===== src/rtl/prle_pkg.sv =====
package prle_pkg;

	// Default sizes
	localparam int PALETTE_DEPTH_DEF = 256;
	localparam int MAX_RUN_DEF       = 255;
	localparam int MAX_ROW_WIDTH_DEF = 4096;

	// Fixed field widths
	localparam int RGB_W    = 24;
	localparam int COLOR_W  = 8;
	localparam int LEN_W    = 8;
	localparam int ROWW_W   = 13;
	localparam int PCOUNT_W = 9;
	localparam int CFG_IDX_W = 1;

	// Configuration register indexes
	localparam logic [CFG_IDX_W-1:0] REG_ROW_WIDTH     = 1'b0;
	localparam logic [CFG_IDX_W-1:0] REG_PALETTE_COUNT = 1'b1;

	// Input item kinds
	localparam logic KIND_LOAD  = 1'b0;
	localparam logic KIND_PIXEL = 1'b1;

	typedef enum logic [1:0] {
		ST_IDLE,
		ST_SEARCH,
		ST_COMMIT
	} state_t;

	typedef struct packed {
		logic [LEN_W-1:0]   run_length;
		logic [COLOR_W-1:0] color_number;
		logic               ends_row;
		logic               last;
	} packet_t;

	typedef struct packed {
		logic               done;
		logic [COLOR_W-1:0] color;
	} search_rsp_t;

endpackage


===== src/rtl/prle_search.sv =====
module prle_search #(
	parameter int PALETTE_DEPTH = prle_pkg::PALETTE_DEPTH_DEF
) (
	input  logic                               clk,
	input  logic                               arst_n,
	input  logic                               start,
	input  logic [prle_pkg::RGB_W-1:0]         rgb_value,
	input  logic [$clog2(PALETTE_DEPTH+1)-1:0] count,
	input  logic [prle_pkg::RGB_W-1:0]         rd_data,
	output logic                               rd_en,
	output logic [$clog2(PALETTE_DEPTH)-1:0]   rd_addr,
	output prle_pkg::search_rsp_t              rsp
);
	import prle_pkg::*;

	localparam int AW = $clog2(PALETTE_DEPTH);
	localparam int SW = $clog2(PALETTE_DEPTH + 1);

	logic          busy_q;
	logic [SW-1:0] issue_q;
	logic [SW-1:0] count_q;
	logic [RGB_W-1:0] rgb_q;
	logic          cmp_valid_s1;
	logic [AW-1:0] cmp_idx_s1;
	logic          hit;

	// Read issue: one slot per cycle while slots remain
	assign rd_en   = busy_q && (issue_q < count_q);
	assign rd_addr = issue_q[AW-1:0];

	// Single shared comparator on the registered read word
	assign hit = cmp_valid_s1 && (rd_data == rgb_q);

	assign rsp.done  = busy_q && (hit || !rd_en);
	assign rsp.color = hit ? COLOR_W'(cmp_idx_s1) : '0;

	// Sequencer
	always_ff @(posedge clk or negedge arst_n) begin
		if (!arst_n) begin
			busy_q       <= 1'b0;
			issue_q      <= '0;
			cmp_valid_s1 <= 1'b0;
		end else if (start) begin
			busy_q       <= 1'b1;
			issue_q      <= '0;
			cmp_valid_s1 <= 1'b0;
		end else if (busy_q) begin
			if (rsp.done) begin
				busy_q <= 1'b0;
			end
			cmp_valid_s1 <= rd_en && !rsp.done;
			if (rd_en) begin
				issue_q <= issue_q + 1'b1;
			end
		end
	end

	// Payload
	always_ff @(posedge clk) begin
		if (start) begin
			rgb_q   <= rgb_value;
			count_q <= count;
		end
		cmp_idx_s1 <= issue_q[AW-1:0];
	end

	a_done_when_busy: assert property (@(posedge clk) disable iff (!arst_n)
		rsp.done |-> busy_q)
		else $error("search done without active search");
	a_issue_bounded: assert property (@(posedge clk) disable iff (!arst_n)
		busy_q |-> issue_q <= count_q)
		else $error("search read past palette count");
	a_done_ends: assert property (@(posedge clk) disable iff (!arst_n)
		rsp.done && !start |=> !busy_q)
		else $error("search kept running after done");

endmodule


===== config.mk =====
export PLATFORM = sky130hd
export DESIGN_NAME = prle_search
export DESIGN_NICKNAME = d
export VERILOG_FILES = /design/src/rtl/prle_pkg.sv /design/src/rtl/prle_search.sv
export SDC_FILE = /design/constraint.sdc
export NUM_CORES = 1
export LEC_CHECK = 0
export BUFFER_PORTS_ARGS = -buffer_cell sky130_fd_sc_hd__buf_2
export CORE_MARGIN = 2
export CORE_UTILIZATION = 47
export CTS_BUF_LIST = sky130_fd_sc_hd__clkbuf_4
export CTS_CLUSTER_SIZE = 12
export DETAILED_ROUTE_END_ITERATION = 10
export PLACE_DENSITY = 0.83
export SYNTH_ARGS = -nofsm -noshare
export SYNTH_HDL_FRONTEND = slang
export SYNTH_SLANG_ARGS = --single-unit

===== constraint.sdc =====
create_clock -name clk -period 2.1 [get_ports clk]
set_clock_uncertainty 0.05 [all_clocks]
set_input_delay 0.42 -clock clk [delete_from_list [all_inputs] [get_ports clk]]
set_output_delay 0.42 -clock clk [all_outputs]
set_load 0.03 [all_outputs]

After elaboration in Yosys (flattened, before gate mapping)
Index checks and enable logic that the tools add are counted.
Word-level totals
  register bits: 52
  latch bits: 0
  memory bits (writable): 0
  ROM bits: 0
  input port bits: 60
  word-level logic and storage cells: 28
  memories kept: 0
Cells by class
  add/subtract/negate cells: 1
  multiply operators: 0
  divide/modulo/power cells: 0
  $lt $le $gt $ge: 1
  eq/ne operators: 1
  shift-type cells: 0
  muxes and demuxes: 9
  bitwise gates (word level): 0
  reduce and logical (&&, ||, !) cells: 10
Operators by type and width (number)
  $mux W9: 3
  $eq A24 B24 Y1: 1
  $add A9 B1 Y9 const B: 1
  $lt A9 B9 Y1: 1
  $mux W8: 1
  $mux W1: 5
  $logic_and A1 B1 Y1: 4
  $reduce_bool A2 Y1: 2
  $logic_not A1 Y1: 2
  $reduce_and A2 Y1: 1
  $logic_or A1 B1 Y1: 1

Logic depth before layout (Yosys ltp)
  depth after elaboration: 9
  depth in mapped cells: 8

Least setup slack after synthesis
No wires, ideal clock.
  path type: register to output
  from: register issue_q[4]
  to: output port rsp[8] (netlist name)
  data arrival time: 1.765 ns
  required time: 1.630 ns
  setup slack: -0.135 ns
  cell stages (with the launch flop): 8
  path buffers: 0
  cell sequence: dfrtp_1 ha_1 a211oi_1 o21ai_1 a21o_1 inv_4 o21ai_2 and2_1
RTL lines
  start, declared: line prle_search.sv:20  | logic [SW-1:0] issue_q;
  start signal, assigned: line prle_search.sv:53  | issue_q <= issue_q + 1'b1;
  end, declared: line prle_search.sv:12  | output prle_pkg::search_rsp_t rsp

==> impl_metrics.csv <==
group,metric,value,unit
run_status,status,"complete, but fails checks",
run_status,violations,"setup timing",
power,power_density,668.5,nW/um^2
sta,fmax,389.3,MHz
floorplanning,dieArea,5488,sq um
route,dr_total_vias,1632,
route,routed_wl,4538,microns
placed_design,portBuffers,77,
synthesis,synth-seq-cells,52,
synthesis,yosysUniqueCellTypes,37,
power,ir_drop,0.4454,mV
route,wl_per_cell,13.15,microns
synthesis,synth_cells,177,
global_route,grt_pass1_vias,1651,
sta,grt_setup_unrepaired,"true",
finish,drive_gt1_frac,0.4712,
critical_path,cp-end-kind,"primary output",
floorplanning,die_x,74.08,microns
floorplanning,initial_core_util,0.4887,
global_route,track_usage,0.1834,
global_route,grt_pass1_wl,7389,microns
global_route,gr-total-overflow,0,
critical_path,cpPeakStageDelay,0.58,ns
sta,final-setup-viol-count,10,
synthesis,synth_top_cell_by_area,"edfxtp_1",
synthesis,avgSynthCellArea,13.04,sq um
finish,final_nets,346,
placed_design,dp_hpwl,3319,microns
min_path,hp-class,"input pin to flop",
synthesis,ys.flop_type,"edfxtp_1",
synthesis,synth_edf_count,33,
placed_design,gp_congestion,0.8596,
power,power,2.108,mW
sta,slew_violations,0,
clock_network,h-tree-depth,2,
synthesis,syn_nets,246,
finish,antenna_cells,0,
clock_network,numCtsBuffers,5,
synthesis,yosys-top-cells-area,"edfxtp_1 43%, dfrtp_1 12%, dfxtp_1 6.9%",
floorplanning,core_area,4723,sq um
floorplanning,ios,78,
critical_path,path_class,"flop to primary output",
sta,hold_violations,0,
clock_network,clk_pin_slew,0.15,ns
finish,area_growth,36.59,%
route,ant_nets,0,
route,drtPass1Iterations,4,
synthesis,netlist_area,2308,sq um
clock_network,cts_max_path_buffers,2,
critical_path,cp_max_fo,8,
placed_design,place_ws,-0.2990,ns
run,maxCapViolations,0,
sta,tightest_slew,0.3176,ns
synthesis,synthArstFlopShare,0.2115,
sta,setup_slack,-0.4687,ns
clock_network,cts_root_buf,"clkbuf_4",
route,drt_iter0_markers,148,
route,drc_errors,0,
global_route,grt_max_degree,19,
sta,slew_headroom,0.7866,
critical_path,cp.required,1.63,ns
power,p_leak,1.395,nW
critical_path,path_cells,"xnor2_1 > nand4_1 > or4_4 > nor2_4 > and2_2 > buf_6",
critical_path,cpMaxStageDelayCell,"or4_4",
global_route,antenna_found_initial,0,
route,via_per_inst,4.730,
synthesis,seq_area_frac_synth,0.6179,
floorplanning,rows,25,
clock_network,cts.sinks,52,
critical_path,startpoint_type,"flop",
synthesis,yosys_warnings,0,
sta,finalCriticalPeriod,2.569,ns
critical_path,crit_arrival,2.10,ns
clock_network,tritoncts,"done",
floorplanning,die_height,74.08,microns
sta,finalCritPeriodShare,1.223,
finish,fillers,369,
synthesis,yosysTopAreaCellShare,0.4293,
clock_network,clock_latency,0.37,ns
[synthesized netlist by cell type (3+ instances only)]
library cell and n:
edfxtp_1 33, xnor2_1 15, inv_1 13, dfrtp_1 11, xor2_1 11, and2_1 10
ha_1 9, a21oi_1 8, buf_4 8, dfxtp_1 8, nand4_1 6, nor2_1 5
nand2_1 4, o21ai_1 4, nand2b_1 3, nand3_1 3
[stage by stage]
stage	area (sq um)	hold slack [ns]	util	instances	setup TNS, ns
2_1_floorplan	2321	0.07441	-	177	-0.01492
3_3_place_gp	2854	0.2511	0.6042	329	-2.431
3_5_place_dp	2854	0.2545	0.6042	329	-2.615
4_1_cts	3114	0.1397	0.6593	341	-4.707
5_1_grt	3153	0.1279	0.6676	345	-5.731
6_report	3153	0.1561	0.6676	345	-4.427
[final timing paths]
kind	from	to	slack, ns	cells past startpoint
max in group asynchronous	arst_n	issue_q[7]	1.38	2
max reg2reg	issue_q[3]	issue_q[7]	0.04	7
min in group asynchronous	arst_n	busy_q	0.39	2
max	rgb_q[13]	rsp[6]	-0.47	6
min reg2reg	issue_q[7]	cmp_idx_s1[7]	0.47	1
min	rgb_value[1]	rgb_q[1]	0.16	1
[flip-flops by register name, summed over array words and instances (netlist names)]
register	count
count_q	9
issue_q	9
busy_q	1
cmp_valid_s1	1
cmp_idx_s1	8
rgb_q	24
[worst max-delay path, delay by kind of cell, from the launching register on]
| family | cells | cell delay [ns] |
|---|---|---|
| simple gates | 4 | 1.05 |
| flops | 1 | 0.42 |
| xor+xnor | 1 | 0.15 |
| buf+inv | 1 | 0.12 |
[metal layers]
metal	vias to the layer above	GRT usage	share of wire
li1	811	-	-
met1	756	0.2071	0.39
met2	56	0.3363	0.54
met3	9	0.04201	0.053
met4	0	0.06869	0.024
met5	-	0	0
[placed cells by master (no fill, tap or decap), types with 6 or more instances in the layout]
cell      instances
xnor2_1          15
dfxtp_1           8
clkbuf_4          6
and2_2            7
ha_1              6
a21oi_1           6
xor2_1           11
dfrtp_1          11
buf_4            23
inv_1            12
buf_2            67
nand4_1           6
buf_6            11
edfxtp_1         33
[final cells by class]
cell class	instances	area (sq um)	area share
flip-flops and latches	52	1426	0.4524
multi-input cells	102	840.8	0.2667
well taps	67	83.83	0.02659
clock buffers	6	45.04	0.01429
inverters	14	55.05	0.01746
repair buffers	102	641.9	0.2036
clock inverters	2	60.06	0.01905
[logic make-up (layout without fill, tap and decap cells)]
kind of cell | Yosys count | in the layout | synth area share
DFF | 52 | 52 | 0.6179
and+or+nand+nor | 44 | 44 | 0.1187
xor gates and xnor gates | 26 | 26 | 0.09865
buffers and inverters | 23 | 124 | 0.05149
AOI/OAI and AO/OA | 21 | 21 | 0.05529
adders and majority gates | 9 | 9 | 0.04878
muxes | 2 | 2 | 0.009214
[power breakdown]
group,switching (mW),internal [mW]
Combinational,0.114,0.123
Sequential,0.0257,1.16
Clock,0.301,0.385
[timing repair]
item                                    in CTS  in global routing
endpoints found under the hold margin       11                  0
hold buffers                                 1                  0
pin swaps                                   12                  8
gates resized for setup                     29                  3
endpoints found under the setup margin      11                 12
setup buffers                                4                  4
Note: power is estimated with default switching activity, not from simulation.
